**src/rtl/mf1d_pkg.sv**
```systemverilog
`timescale 1ns / 1ps
// Shared constants for the padded 1-D median filter.
// No dependencies.
package mf1d_pkg;
    localparam int MODE_W   = 2;
    localparam int RADIUS_W = 4;
    localparam int CFG_W    = 4;
    localparam int CFG_IW   = 2;

    localparam logic [MODE_W-1:0] MODE_WRAP   = 2'd0;
    localparam logic [MODE_W-1:0] MODE_ZERO   = 2'd1;
    localparam logic [MODE_W-1:0] MODE_EDGE   = 2'd2;
    localparam logic [MODE_W-1:0] MODE_UNUSED = 2'd3;

    localparam logic [CFG_IW-1:0] REG_PADDING_MODE = 2'd0;
    localparam logic [CFG_IW-1:0] REG_RADIUS       = 2'd1;

    localparam logic [RADIUS_W-1:0] RADIUS_RESET = 4'd2;

    typedef enum logic [6:0] {
        S_IDLE  = 7'b0000001,
        S_BEGIN = 7'b0000010,
        S_WFIX  = 7'b0000100,
        S_FEED  = 7'b0001000,
        S_DRAIN = 7'b0010000,
        S_LOAD  = 7'b0100000,
        S_OUT   = 7'b1000000
    } t_state;
endpackage

```
**src/rtl/mf1d_sort_cell.sv**
```systemverilog
`timescale 1ns / 1ps
// One cell of the insertion sorting row: holds one value, kept ascending.
// Depends on nothing.
module mf1d_sort_cell #(
    parameter int SW = 16
) (
    input  logic                 i_clk,
    input  logic                 i_rst_n,
    input  logic                 i_clear,
    input  logic                 i_ins,
    input  logic signed [SW-1:0] i_v,
    input  logic                 i_left_gt,
    input  logic                 i_left_full,
    input  logic signed [SW-1:0] i_left_val,
    output logic                 o_gt,
    output logic                 o_full,
    output logic signed [SW-1:0] o_val
);
    logic                 r_full;
    logic signed [SW-1:0] r_val;

    assign o_gt   = !r_full || (i_v < r_val);
    assign o_full = r_full;
    assign o_val  = r_val;

    always_ff @(posedge i_clk) begin
        if (!i_rst_n || i_clear) begin
            r_full <= 1'b0;
        end else if (i_ins && o_gt) begin
            if (i_left_gt) begin
                if (i_left_full) begin
                    r_val  <= i_left_val;
                    r_full <= 1'b1;
                end
            end else begin
                r_val  <= i_v;
                r_full <= 1'b1;
            end
        end
    end
endmodule

```
**src/rtl/mf1d_sorter.sv**
```systemverilog
`timescale 1ns / 1ps
// Row of sort cells; one value enters per cycle, the chosen rank is read out.
// Depends on mf1d_sort_cell.
module mf1d_sorter #(
    parameter int DEPTH = 31,
    parameter int SW    = 16,
    parameter int AW    = 5
) (
    input  logic                 i_clk,
    input  logic                 i_rst_n,
    input  logic                 i_clear,
    input  logic                 i_ins,
    input  logic signed [SW-1:0] i_v,
    input  logic [AW-1:0]        i_rank,
    output logic signed [SW-1:0] o_val
);
    logic                 w_gt   [DEPTH];
    logic                 w_full [DEPTH];
    logic signed [SW-1:0] w_val  [DEPTH];

    for (genvar g = 0; g < DEPTH; g++) begin : g_cell
        logic                 l_gt;
        logic                 l_full;
        logic signed [SW-1:0] l_val;
        if (g == 0) begin : g_first
            assign l_gt   = 1'b0;
            assign l_full = 1'b0;
            assign l_val  = '0;
        end else begin : g_rest
            assign l_gt   = w_gt[g-1];
            assign l_full = w_full[g-1];
            assign l_val  = w_val[g-1];
        end
        mf1d_sort_cell #(.SW(SW)) u_cell (
            .i_clk       (i_clk),
            .i_rst_n     (i_rst_n),
            .i_clear     (i_clear),
            .i_ins       (i_ins),
            .i_v         (i_v),
            .i_left_gt   (l_gt),
            .i_left_full (l_full),
            .i_left_val  (l_val),
            .o_gt        (w_gt[g]),
            .o_full      (w_full[g]),
            .o_val       (w_val[g])
        );
    end

    assign o_val = w_val[i_rank];
endmodule

```
**src/rtl/median_filter_1d_padded.sv**
```systemverilog
`timescale 1ns / 1ps
// Padded 1-D median filter, top level.
// Depends on mf1d_pkg and mf1d_sorter.
//
// Input requests carry one sample and a last-in-frame flag (valid/ready).
// Output requests carry a median, its frame position and a frame-done flag.
// Config writes (padding mode, radius) go through i_cfg_we/index/data;
// the user makes them between frames while the block is idle; the block has no check for this.
// Each request is taken while the block is idle; it yields zero, one or,
// on the last sample of a frame, several outputs. Each output takes sorter
// feeding and control, plus index wrapping when its window starts before
// the frame start; the sorter row takes one window value per cycle.
// Output is held in a register until taken; a stalled receiver holds the
// block, and no new sample is taken until all outputs of the last one are
// delivered.
// Reset (synchronous) empties the sorter and control, sets mode to wrap,
// radius to 2 and the sample count to zero.
module median_filter_1d_padded #(
    parameter int MAX_RADIUS   = 15,
    parameter int MAX_FRAME    = 4096,
    parameter int SAMPLE_WIDTH = 16
) (
    input  logic                           i_clk,
    input  logic                           i_rst_n,
    input  logic                           i_in_valid,
    output logic                           o_in_ready,
    input  logic signed [SAMPLE_WIDTH-1:0] i_sample,
    input  logic                           i_last_in_frame,
    output logic                           o_out_valid,
    input  logic                           i_out_ready,
    output logic signed [SAMPLE_WIDTH-1:0] o_median_value,
    output logic [$clog2(MAX_FRAME)-1:0]   o_position,
    output logic                           o_frame_done,
    input  logic                           i_cfg_we,
    input  logic [mf1d_pkg::CFG_IW-1:0]    i_cfg_index,
    input  logic [mf1d_pkg::CFG_W-1:0]     i_cfg_data
);
    import mf1d_pkg::*;

    localparam int WIN_DEPTH  = 2 * MAX_RADIUS + 1;
    localparam int HEAD_DEPTH = 2 * MAX_RADIUS;
    localparam int WIN_AW     = $clog2(WIN_DEPTH);
    localparam int HEAD_AW    = $clog2(HEAD_DEPTH);
    localparam int RAD_W      = $clog2(MAX_RADIUS + 1);
    localparam int POS_W      = $clog2(MAX_FRAME);
    localparam int LEN_W      = POS_W + 1;
    localparam int IDX_W      = LEN_W + 1;

    t_state r_state;
    logic [MODE_W-1:0]   r_mode;
    logic [RADIUS_W-1:0] r_radius;
    logic [POS_W-1:0]    r_count;

    logic signed [SAMPLE_WIDTH-1:0] r_win  [WIN_DEPTH];
    logic signed [SAMPLE_WIDTH-1:0] r_head [HEAD_DEPTH];

    logic [POS_W-1:0]        r_n;
    logic [LEN_W-1:0]        r_len;
    logic [LEN_W-1:0]        r_p;
    logic [LEN_W-1:0]        r_first_end;
    logic [LEN_W-1:0]        r_start;
    logic                    r_seg;
    logic signed [IDX_W-1:0] r_raw;
    logic signed [IDX_W-1:0] r_w;
    logic [WIN_AW-1:0]       r_i;

    logic                           r_fv;
    logic                           r_fz;
    logic                           r_fw;
    logic                           r_fh;
    logic signed [SAMPLE_WIDTH-1:0] r_fwv;
    logic signed [SAMPLE_WIDTH-1:0] r_hq;

    logic signed [SAMPLE_WIDTH-1:0] r_med;
    logic [POS_W-1:0]               r_pos;
    logic                           r_done;

    logic [RAD_W-1:0]  w_r;
    logic [WIN_AW-1:0] w_two_r;
    logic              w_accept;
    logic              w_out_take;

    assign w_r        = (int'(r_radius) > MAX_RADIUS) ? RAD_W'(MAX_RADIUS)
                                                      : RAD_W'(r_radius);
    assign w_two_r    = WIN_AW'({w_r, 1'b0});
    assign o_in_ready = (r_state == S_IDLE);
    assign w_accept   = i_in_valid && o_in_ready;
    assign o_out_valid = (r_state == S_OUT);
    assign w_out_take  = o_out_valid && i_out_ready;
    assign o_median_value = r_med;
    assign o_position     = r_pos;
    assign o_frame_done   = r_done;

    // plan on accept
    logic [LEN_W-1:0]        n_len;
    logic [LEN_W-1:0]        n_lo;
    logic [LEN_W-1:0]        n_first_end;
    logic signed [IDX_W-1:0] n_start_s;
    logic [LEN_W-1:0]        n_start;
    logic                    n_emit_one;

    always_comb begin
        n_len       = LEN_W'(r_count) + LEN_W'(1);
        n_lo        = (r_mode == MODE_WRAP) ? LEN_W'(w_r) : '0;
        n_first_end = (n_lo < n_len) ? n_lo : n_len;
        n_start_s   = $signed(IDX_W'(n_len)) - $signed(IDX_W'(1))
                      - $signed(IDX_W'(w_r));
        n_start     = (n_start_s < $signed(IDX_W'(n_lo))) ? n_lo
                                                          : n_start_s[LEN_W-1:0];
        n_emit_one  = (r_count >= POS_W'(w_r)) &&
                      ((r_mode != MODE_WRAP) || (r_count >= POS_W'(w_two_r)));
    end

    // index fetch
    logic                    n_neg;
    logic                    n_ge;
    logic                    n_zero;
    logic signed [IDX_W-1:0] n_x;
    logic signed [IDX_W-1:0] n_d;
    logic                    n_usewin;
    logic                    n_headok;
    logic [WIN_AW-1:0]       n_widx;
    logic [HEAD_AW-1:0]      n_haddr;

    always_comb begin
        n_neg  = r_raw < 0;
        n_ge   = (r_len != '0) && (r_raw >= $signed(IDX_W'(r_len)));
        n_zero = 1'b0;
        n_x    = r_raw;
        if (n_neg || n_ge) begin
            case (r_mode)
                MODE_WRAP: begin
                    n_zero = (r_len == '0);
                    n_x    = r_w;
                end
                MODE_EDGE: begin
                    n_x = n_neg ? '0 : $signed(IDX_W'(r_len)) - $signed(IDX_W'(1));
                end
                default: begin
                    n_zero = 1'b1;
                end
            endcase
        end
        if (n_x < 0 || n_x > $signed(IDX_W'(r_n))) begin
            n_zero = 1'b1;
        end
        n_d      = $signed(IDX_W'(r_n)) - n_x;
        n_usewin = (n_d >= 0) && (n_d <= $signed(IDX_W'(w_two_r)));
        n_headok = (n_x >= 0) && (n_x < $signed(IDX_W'(HEAD_DEPTH)));
        n_widx   = n_usewin ? n_d[WIN_AW-1:0] : '0;
        n_haddr  = n_headok ? n_x[HEAD_AW-1:0] : '0;
    end

    logic signed [SAMPLE_WIDTH-1:0] w_feed;
    logic signed [SAMPLE_WIDTH-1:0] w_median;

    assign w_feed = r_fz ? '0 : (r_fw ? r_fwv : (r_fh ? r_hq : '0));

    mf1d_sorter #(.DEPTH(WIN_DEPTH), .SW(SAMPLE_WIDTH), .AW(WIN_AW)) u_sorter (
        .i_clk   (i_clk),
        .i_rst_n (i_rst_n),
        .i_clear (r_state == S_BEGIN),
        .i_ins   (r_fv),
        .i_v     (w_feed),
        .i_rank  (WIN_AW'(w_r)),
        .o_val   (w_median)
    );

    // window shift line and head store
    always_ff @(posedge i_clk) begin
        if (w_accept) begin
            r_win[0] <= i_sample;
            for (int k = 1; k < WIN_DEPTH; k++) begin
                r_win[k] <= r_win[k-1];
            end
            if (r_count < POS_W'(HEAD_DEPTH)) begin
                r_head[r_count[HEAD_AW-1:0]] <= i_sample;
            end
        end
        r_hq  <= r_head[n_haddr];
        r_fwv <= r_win[n_widx];
    end

    always_ff @(posedge i_clk) begin
        if (!i_rst_n) begin
            r_mode   <= MODE_WRAP;
            r_radius <= RADIUS_RESET;
        end else if (i_cfg_we) begin
            case (i_cfg_index)
                REG_PADDING_MODE: begin
                    r_mode <= (i_cfg_data[MODE_W-1:0] == MODE_UNUSED) ? MODE_ZERO
                                                                     : i_cfg_data[MODE_W-1:0];
                end
                REG_RADIUS: r_radius <= i_cfg_data[RADIUS_W-1:0];
                default: ;
            endcase
        end
    end

    always_ff @(posedge i_clk) begin
        if (!i_rst_n) begin
            r_state <= S_IDLE;
            r_count <= '0;
            r_fv    <= 1'b0;
        end else begin
            r_fv <= 1'b0;
            case (r_state)
                S_IDLE: begin
                    if (w_accept) begin
                        r_n <= r_count;
                        if (!i_last_in_frame) begin
                            r_count <= (int'(r_count) == MAX_FRAME - 1) ? '0
                                                                        : r_count + 1'b1;
                            r_len <= '0;
                            r_p   <= LEN_W'(r_count) - LEN_W'(w_r);
                            if (n_emit_one) begin
                                r_state <= S_BEGIN;
                            end
                        end else begin
                            r_count     <= '0;
                            r_len       <= n_len;
                            r_first_end <= n_first_end;
                            r_start     <= n_start;
                            if (n_first_end != '0) begin
                                r_p     <= '0;
                                r_seg   <= 1'b0;
                                r_state <= S_BEGIN;
                            end else begin
                                r_p     <= n_start;
                                r_seg   <= 1'b1;
                                r_state <= (n_start < n_len) ? S_BEGIN : S_IDLE;
                            end
                        end
                    end
                end
                S_BEGIN: begin
                    r_raw   <= $signed(IDX_W'(r_p)) - $signed(IDX_W'(w_r));
                    r_w     <= $signed(IDX_W'(r_p)) - $signed(IDX_W'(w_r));
                    r_i     <= '0;
                    r_state <= S_WFIX;
                end
                S_WFIX: begin
                    if (r_w < 0 && r_len != '0) begin
                        r_w <= r_w + $signed(IDX_W'(r_len));
                    end else begin
                        r_state <= S_FEED;
                    end
                end
                S_FEED: begin
                    r_fv  <= 1'b1;
                    r_fz  <= n_zero;
                    r_fw  <= n_usewin;
                    r_fh  <= n_headok;
                    r_raw <= r_raw + $signed(IDX_W'(1));
                    r_w   <= (r_w + $signed(IDX_W'(1)) == $signed(IDX_W'(r_len))) ? '0
                             : r_w + $signed(IDX_W'(1));
                    r_i   <= r_i + 1'b1;
                    if (r_i == w_two_r) begin
                        r_state <= S_DRAIN;
                    end
                end
                S_DRAIN: begin
                    r_state <= S_LOAD;
                end
                S_LOAD: begin
                    r_med   <= w_median;
                    r_pos   <= r_p[POS_W-1:0];
                    r_done  <= (r_len != '0) && (r_p == r_len - 1'b1);
                    r_state <= S_OUT;
                end
                S_OUT: begin
                    if (w_out_take) begin
                        if (r_len == '0) begin
                            r_state <= S_IDLE;
                        end else if (!r_seg && (r_p + 1'b1 < r_first_end)) begin
                            r_p     <= r_p + 1'b1;
                            r_state <= S_BEGIN;
                        end else if (!r_seg) begin
                            r_seg   <= 1'b1;
                            r_p     <= r_start;
                            r_state <= (r_start < r_len) ? S_BEGIN : S_IDLE;
                        end else if (r_p + 1'b1 < r_len) begin
                            r_p     <= r_p + 1'b1;
                            r_state <= S_BEGIN;
                        end else begin
                            r_state <= S_IDLE;
                        end
                    end
                end
                default: r_state <= S_IDLE;
            endcase
        end
    end
endmodule

```
**config.mk**
```make
export PLATFORM = sky130hd
export DESIGN_NAME = median_filter_1d_padded
export DESIGN_NICKNAME = d
export VERILOG_FILES = /design/src/rtl/mf1d_pkg.sv /design/src/rtl/mf1d_sort_cell.sv /design/src/rtl/mf1d_sorter.sv /design/src/rtl/median_filter_1d_padded.sv
export SDC_FILE = /design/constraint.sdc
export NUM_CORES = 2
export LEC_CHECK = 0
export ABC_CLOCK_PERIOD_IN_PS = 12800
export CORE_AREA = 3 3 515 313
export CTS_CLUSTER_DIAMETER = 100
export DETAILED_ROUTE_END_ITERATION = 10
export DIE_AREA = 0 0 518 316
export DONT_BUFFER_PORTS = 1
export GPL_ROUTABILITY_DRIVEN = 0
export SETUP_SLACK_MARGIN = 0.15
export SLEW_MARGIN = 20
export SYNTH_ARGS = -nofsm -noshare
export SYNTH_HDL_FRONTEND = slang
export SYNTH_SLANG_ARGS = --single-unit
export TNS_END_PERCENT = 5
```
**constraint.sdc**
```tcl
create_clock -name i_clk -period 12.8 [get_ports i_clk]
set_input_delay 1.28 -clock i_clk [delete_from_list [all_inputs] [get_ports i_clk]]
set_output_delay 1.28 -clock i_clk [all_outputs]
set_load 0.01 [all_outputs]
```
# After elaboration in Yosys (flattened, before gate mapping)
# Memory sizes are Yosys's and may differ from the RTL's. A register that Yosys moved wholly into a read port is not among the register bits.
# Cells that the tools add are included.
# totals
register_bits,683
ram_bits,976
inputBits,28
out_inout_bits,31
elab_cells,575
mem_count,2
# op_classes
addsub,15
order_cmp,50
eq_ne,54
muxes,180
bitwise_logic,2
reduce_logical,190
# memory_table
memory,depth,word_bits,rd,rd_ports_with_merged_regs,wr,line,source
r_win,31,16,31,1,31,median_filter_1d_padded.sv:54,logic signed [SAMPLE_WIDTH-1:0] r_win [WIN_DEPTH];
r_head,30,16,1,1,1,median_filter_1d_padded.sv:55,logic signed [SAMPLE_WIDTH-1:0] r_head [HEAD_DEPTH];
# ops
operator,count
$mux W16,65
$lt A16 B16 Y1,31
$mux W13,10
$reduce_and A3 Y1,32
$bmux W16 S5,1
$reduce_and A2 Y1,37
$mux W1,73
$ne A2 B1 Y1 const B,33
$mux W14,4
$pmux W14 S2,2
$lt A13 B13 Y1,4
$pmux W7 S7,1
$lt A14 B1 Y1 const B,3
$mux W7,6
$pmux W14 S3,1
$logic_and A1 B1 Y1,40
$logic_or A1 B1 Y1,35
$logic_not A1 Y1,33
$add A14 B2 Y14 const B,2
$ge A14 B1 Y1 const B,2
$sub A13 B1 Y14 const B,2
$pmux W13 S2,1
$reduce_bool A13 Y1,2
$mux W12,2
52 further kinds,69

# Longest topological paths before layout
# depth
ltp_word,11
ltp_mapped,34
ltp_nobuf,27

# Cells and area by module
# A second synthesis with hierarchy kept.
# unflattened
cells_unflattened,7343
hier_area_um2,91147.4
# by_module_without_submodules
mod,n_inst,cells_each,area_each_um2,seq_area_each_um2
median_filter_1d_padded,1,3733,51440.6,34373.0
mf1d_sort_cell (u_sorter.g_cell[19].u_cell ...),21,103,1133.6,500.5
mf1d_sort_cell (u_sorter.g_cell[0].u_cell ...),10,97,1166.1,500.5
mf1d_sorter,1,477,4240.3,0.0

# Worst setup path after synthesis
# No wires, ideal clock.
# synth_path
kind,register to register
from,register r_state[4]
to,register r_count[2]
setup_time_ps,70
arrival_time_ps,13691
required_time_ps,12730
slack_ps,-961
path_stages_with_launch,11
path_buffers,2
period_less_slack_ps,13761
path_cell_list,dfxtp_1 > clkbuf_1 > nor3_1 > nand2b_1 > nor3_1 > clkbuf_1 > nand2_1 > inv_1 > nand3_1 > or3_1 > a21oi_1
# synth_between
elab_chain_len,3
# synth_rtl
element,line,source
start: declaration,median_filter_1d_padded.sv:49,t_state r_state;
start signal: assignment,median_filter_1d_padded.sv:231,r_state <= (n_start < n_len) ? S_BEGIN : S_IDLE;
start signal: assignment,median_filter_1d_padded.sv:281,r_state <= (r_start < r_len) ? S_BEGIN : S_IDLE;
$eq A7 B1 Y1,median_filter_1d_padded.sv:86,assign o_in_ready = (r_state == S_IDLE);
via o_in_ready,median_filter_1d_padded.sv:26,"output logic o_in_ready,"
$logic_and A1 B1 Y1,median_filter_1d_padded.sv:87,assign w_accept = i_in_valid && o_in_ready;
via w_accept,median_filter_1d_padded.sv:80,logic w_accept;
$reduce_and A2 Y1 (no line),-,
end signal: assignment,median_filter_1d_padded.sv:212,r_count <= (int'(r_count) == MAX_FRAME - 1) ? '0
end: declaration,median_filter_1d_padded.sv:52,logic [POS_W-1:0] r_count;
# The timed path passes the listed nets, and every way through them passes these cells.
# A chain may end at the register's enable or synchronous reset.

# Worst setup path after layout
# layout_path
from,register r_len[9]
to,"register r_fwv[7], read port of r_win"
# layout_between
elab_chain_len,8
word_cells_on_any_way,13
cone_classes,2 x add/sub; 3 x order compare; 4 x mux; 4 x reduce/logical
# layout_rtl
element,line,source
start: declaration,median_filter_1d_padded.sv:58,logic [LEN_W-1:0] r_len;
start signal: assignment,median_filter_1d_padded.sv:221,r_len <= n_len;
$sub A13 B1 Y14 (tied with other cells),median_filter_1d_padded.sv:137,n_x = n_neg ? '0 : $signed(IDX_W'(r_len)) - $signed(IDX_W'(1));
$mux W14 / $logic_and A1 B1 Y1 (equally long branches),"median_filter_1d_padded.sv:137, median_filter_1d_padded.sv:127",
$pmux W14 S2 / $logic_or A1 B1 Y1 (equally long branches),"median_filter_1d_padded.sv:131, median_filter_1d_padded.sv:130",
$mux W14 (*),median_filter_1d_padded.sv:130,if (n_neg || n_ge) begin
$sub A13 B14 Y14 (*),median_filter_1d_padded.sv:147,n_d = $signed(IDX_W'(r_n)) - n_x;
$ge A14 B1 Y1 / $le A14 B6 Y1 (equally long branches),median_filter_1d_padded.sv:148,n_usewin = (n_d >= 0) && (n_d <= $signed(IDX_W'(w_two_r)));
$logic_and A1 B1 Y1,median_filter_1d_padded.sv:148,
$mux W5 (*),median_filter_1d_padded.sv:150,n_widx = n_usewin ? n_d[WIN_AW-1:0] : '0;
end: declaration,median_filter_1d_padded.sv:71,logic signed [SAMPLE_WIDTH-1:0] r_fwv;
# Mark *: on every way between the ends. The rest lies on a longest branch, timed or not.

==> flow_metrics.env <==
export IMPL_grt_start_max_net_pins=181
export IMPL_cp_slowest_cell="sky130_fd_sc_hd__a211oi_2"
export IMPL_worstSetupStartpointType="flop"
export IMPL_count_of_synthesis_stage_warnings_from_yosys=0
export IMPL_grt_antenna_before_repair=12
export IMPL_synth_cell_count_leaders="sky130_fd_sc_hd__edfxtp_1 (1362), sky130_fd_sc_hd__ha_1 (356), sky130_fd_sc_hd__inv_1 (325)"
export IMPL_chipWidth_um=518
export IMPL_nets=5582
export IMPL_synthesis_area_per_instance_sq_um=13.6
export IMPL_postCtsSetupRepairBufs=0
export IMPL_max_cap_viols=0
export IMPL_ctsResizeCount=0
export IMPL_cp_slowest_stage_delay_ns=0.88
export IMPL_ys_seq_area_frac=0.603
export IMPL_power_leakage_nw=27.4
export IMPL_postSynthRegisterBits=1436
export IMPL_tritoncts="built"
export IMPL_floorplan_core_area_sq_um=157000
export IMPL_slew_limit_headroom=0.253
export IMPL_synth_main_ff_cell="sky130_fd_sc_hd__edfxtp_1"
export IMPL_finClkSkew_ns=0.0637
export IMPL_run_status="finished clean"
export IMPL_ctsHtreeMaxLevel=4
export IMPL_timing_critical_path_arrival_ns=10.63
export IMPL_critical_path_sink_type="flop"
export IMPL_cellPowerDensity_nw_per_um2=173
export IMPL_placed_cell_area_sq_um=73100
export IMPL_timing_final_crit_period_ns=9.95
export IMPL_achievable_frequency_mhz=100
export IMPL_area_growth_pct=10.6
export IMPL_route_detailed_drc=0
export IMPL_actual_transition_at_the_worst_max_transition_pin_ns=1.12
export IMPL_start_util=0.447
export IMPL_final_area_sq_um=77800
export IMPL_synth_largest_type_area_fraction=0.582
export IMPL_drive_above_1_share=0.162
export IMPL_yosysMostFrequentCell="sky130_fd_sc_hd__edfxtp_1"
export IMPL_dpl_hpwl_mm=139
export IMPL_number_of_core_rows=113
export IMPL_path_common_cell="sky130_fd_sc_hd__buf_4"
export IMPL_post_layout_nonfiller_instances=7441
export IMPL_totalNegativeSetupSlack_ns=0
export IMPL_timing_final_crit_share=0.777
export IMPL_place_detailed_instances=7181
export IMPL_vertical_die_dimension_um=316
export IMPL_total_length_of_routed_wires_mm=203
export IMPL_drt_first_pass_iters=6
export IMPL_required_ns=13.47
export IMPL_cts_hold_repair_buffers=0
export IMPL_grt_setup_unrepaired="false"
export IMPL_clock_root_buffer="sky130_fd_sc_hd__clkbuf_16"
export IMPL_finalHoldWorstSlack_ns=0.427
export IMPL_routed_wire_length_per_instance_um=27.3
export IMPL_vias_per_cell=6.07
export IMPL_worst_ir_drop_vdd_uv=145
export IMPL_setup_violations_final=0
export IMPL_max_clock_path_buffers=3
export IMPL_drtIter0Drc=6127
export IMPL_grt_pass1_wl_mm=293
export IMPL_crit_fanout=42
export IMPL_crit_type="flop to flop"
export IMPL_globalRouteTotalUtil=0.242
export IMPL_yosysUniqueCellTypes=100
export IMPL_synth_largest_area_cell="sky130_fd_sc_hd__edfxtp_1"
export IMPL_finalHoldViolations=0
export IMPL_via_count_of_the_first_global_routing_pass=41912
export IMPL_netlist_area_before_placement_sq_um=70300
export IMPL_clk_insertion_delay_late_ns=0.79
export IMPL_antenna_violating_nets_post_route=0
export IMPL_inserted_clock_buffers=137
export IMPL_detailroute_via_count=45148
export IMPL_grt_remaining_overflow=0
export IMPL_io_buffers=0
export IMPL_post_synth_inst_count=5181
export IMPL_design_portCount=59
export IMPL_die_area_sq_um=164000
export IMPL_synth_edff_count=1362
export IMPL_synthTopCellsByArea="sky130_fd_sc_hd__edfxtp_1 (58%), sky130_fd_sc_hd__ha_1 (6.3%), sky130_fd_sc_hd__mux2_2 (4.9%)"
export IMPL_clkSinkCount=1436
export IMPL_min_path_type="flop to flop"
export IMPL_maxSlewViolCount=0
export IMPL_synth_async_reset_ratio=0
export IMPL_clkSlewWorstSetupHoldPaths_ns=0.07
[cells in the final DEF (no fill, tap or decap), types with 28 or more instances in the layout]
master	netlist	final
sky130_fd_sc_hd__a211oi_1	40	39
sky130_fd_sc_hd__a21o_1	35	35
sky130_fd_sc_hd__a21oi_1	268	268
sky130_fd_sc_hd__a22oi_1	28	28
sky130_fd_sc_hd__buf_4	7	128
sky130_fd_sc_hd__clkbuf_1	188	31
sky130_fd_sc_hd__clkbuf_16	0	138
sky130_fd_sc_hd__dfxtp_1	74	72
sky130_fd_sc_hd__edfxtp_1	1362	1362
sky130_fd_sc_hd__ha_1	356	355
sky130_fd_sc_hd__inv_1	325	322
sky130_fd_sc_hd__mux2_2	305	305
sky130_fd_sc_hd__mux2i_1	177	176
sky130_fd_sc_hd__mux4_2	126	126
sky130_fd_sc_hd__nand2_1	191	191
sky130_fd_sc_hd__nand2b_1	41	41
sky130_fd_sc_hd__nand3_1	100	100
sky130_fd_sc_hd__nand4_1	36	36
sky130_fd_sc_hd__nor2_1	317	300
sky130_fd_sc_hd__nor2b_1	37	37
sky130_fd_sc_hd__nor3_1	87	80
sky130_fd_sc_hd__nor4_1	34	32
sky130_fd_sc_hd__o211ai_1	29	29
sky130_fd_sc_hd__o21a_1	54	54
sky130_fd_sc_hd__o21ai_0	204	204
sky130_fd_sc_hd__o221ai_1	39	39
sky130_fd_sc_hd__o22ai_1	140	140
sky130_fd_sc_hd__or3_1	38	38
sky130_fd_sc_hd__xnor2_1	91	90
sky130_fd_sc_hd__xor2_1	42	42
[where the power goes]
group	switching (W)	internal [W]	leakage [nW]	total, W
clock	0.00190	0.00230	2.24	0.00420
sequential	0.000411	0.00598	13.1	0.00639
combinational	0.00191	0.000972	12.0	0.00288
total	0.00421	0.00925	27.4	0.0135
[stage by stage]
stage	worst slack (ns)	total power [W]	utilization
finish	2.85	0.0135	0.495
global route	2.26	0.0140	0.495
CTS	3.12	0.0135	0.494
detailed placement	3.12	0.00928	0.465
global placement	3.30	0.00927	0.465
floorplan	3.10	0.00832	-
[per-layer routing]
layer,track usage,wire length (um),vias to the layer above,share of wire
li1,-,-,19997,-
met1,0.395,97700,22619,0.48
met5,0.00748,212,-,0.0010
met3,0.0926,26700,228,0.13
met2,0.294,75000,2296,0.37
met4,0.0496,3240,8,0.016
[worst max-delay path, delay by kind of cell (launching register included)]
| kind | cells | cell delay, ns |
|---|---|---|
| simple gates | 8 | 2.51 |
| xor+xnor | 1 | 0.11 |
| flops | 1 | 0.63 |
| mux | 1 | 0.34 |
| buf+inv | 8 | 2.75 |
| compound gates | 7 | 2.07 |
| fa+ha+maj | 4 | 1.37 |
[worst paths after layout]
path	start	endpoint	slack, ns	cells after the start
hold / removal	r_win[11][5]	r_win[12][5]	0.43	0
setup reg to reg	r_len[9]	r_fwv[7]	2.85	29
hold reg to reg	r_win[11][5]	r_win[12][5]	0.43	0
setup / recovery	r_len[9]	r_fwv[7]	2.85	29
[state kept, by name (all words and copies together), names as in the netlist, 13 cells and up]
signal                         count
o_median_value                    16
r_first_end                       13
r_fwv                             16
r_head                           480
r_hq                              16
r_len                             13
r_p                               13
r_raw                             14
r_start                           13
r_w                               14
r_win                            496
u_sorter.g_cell.u_cell.o_full     16
u_sorter.g_cell.u_cell.o_val     256
[final cells by class]
class	count	area (sq um)
flip-flops and latches	1436	42400
clock buffers	181	3730
fillers	13482	79500
multi-input cells	3156	25800
clock inverters	72	882
well taps	2127	2660
diodes	7	17.5
inverters	331	1250
repair buffers	131	1020
[cells by family (layout without fill, tap and decap cells)]
logic type      count (synthesis)  after routing  synth area share
flops                        1436           1436             0.603
compound gates               1059           1059            0.0997
simple gates                  983            983            0.0678
mux                           611            611             0.115
buf+inv                       597            715            0.0335
fa+ha+maj                     361            361            0.0648
xor+xnor                      133            133            0.0166
other cells                     1             16         0.0000533
Note: power is estimated with default switching activity, not from simulation.
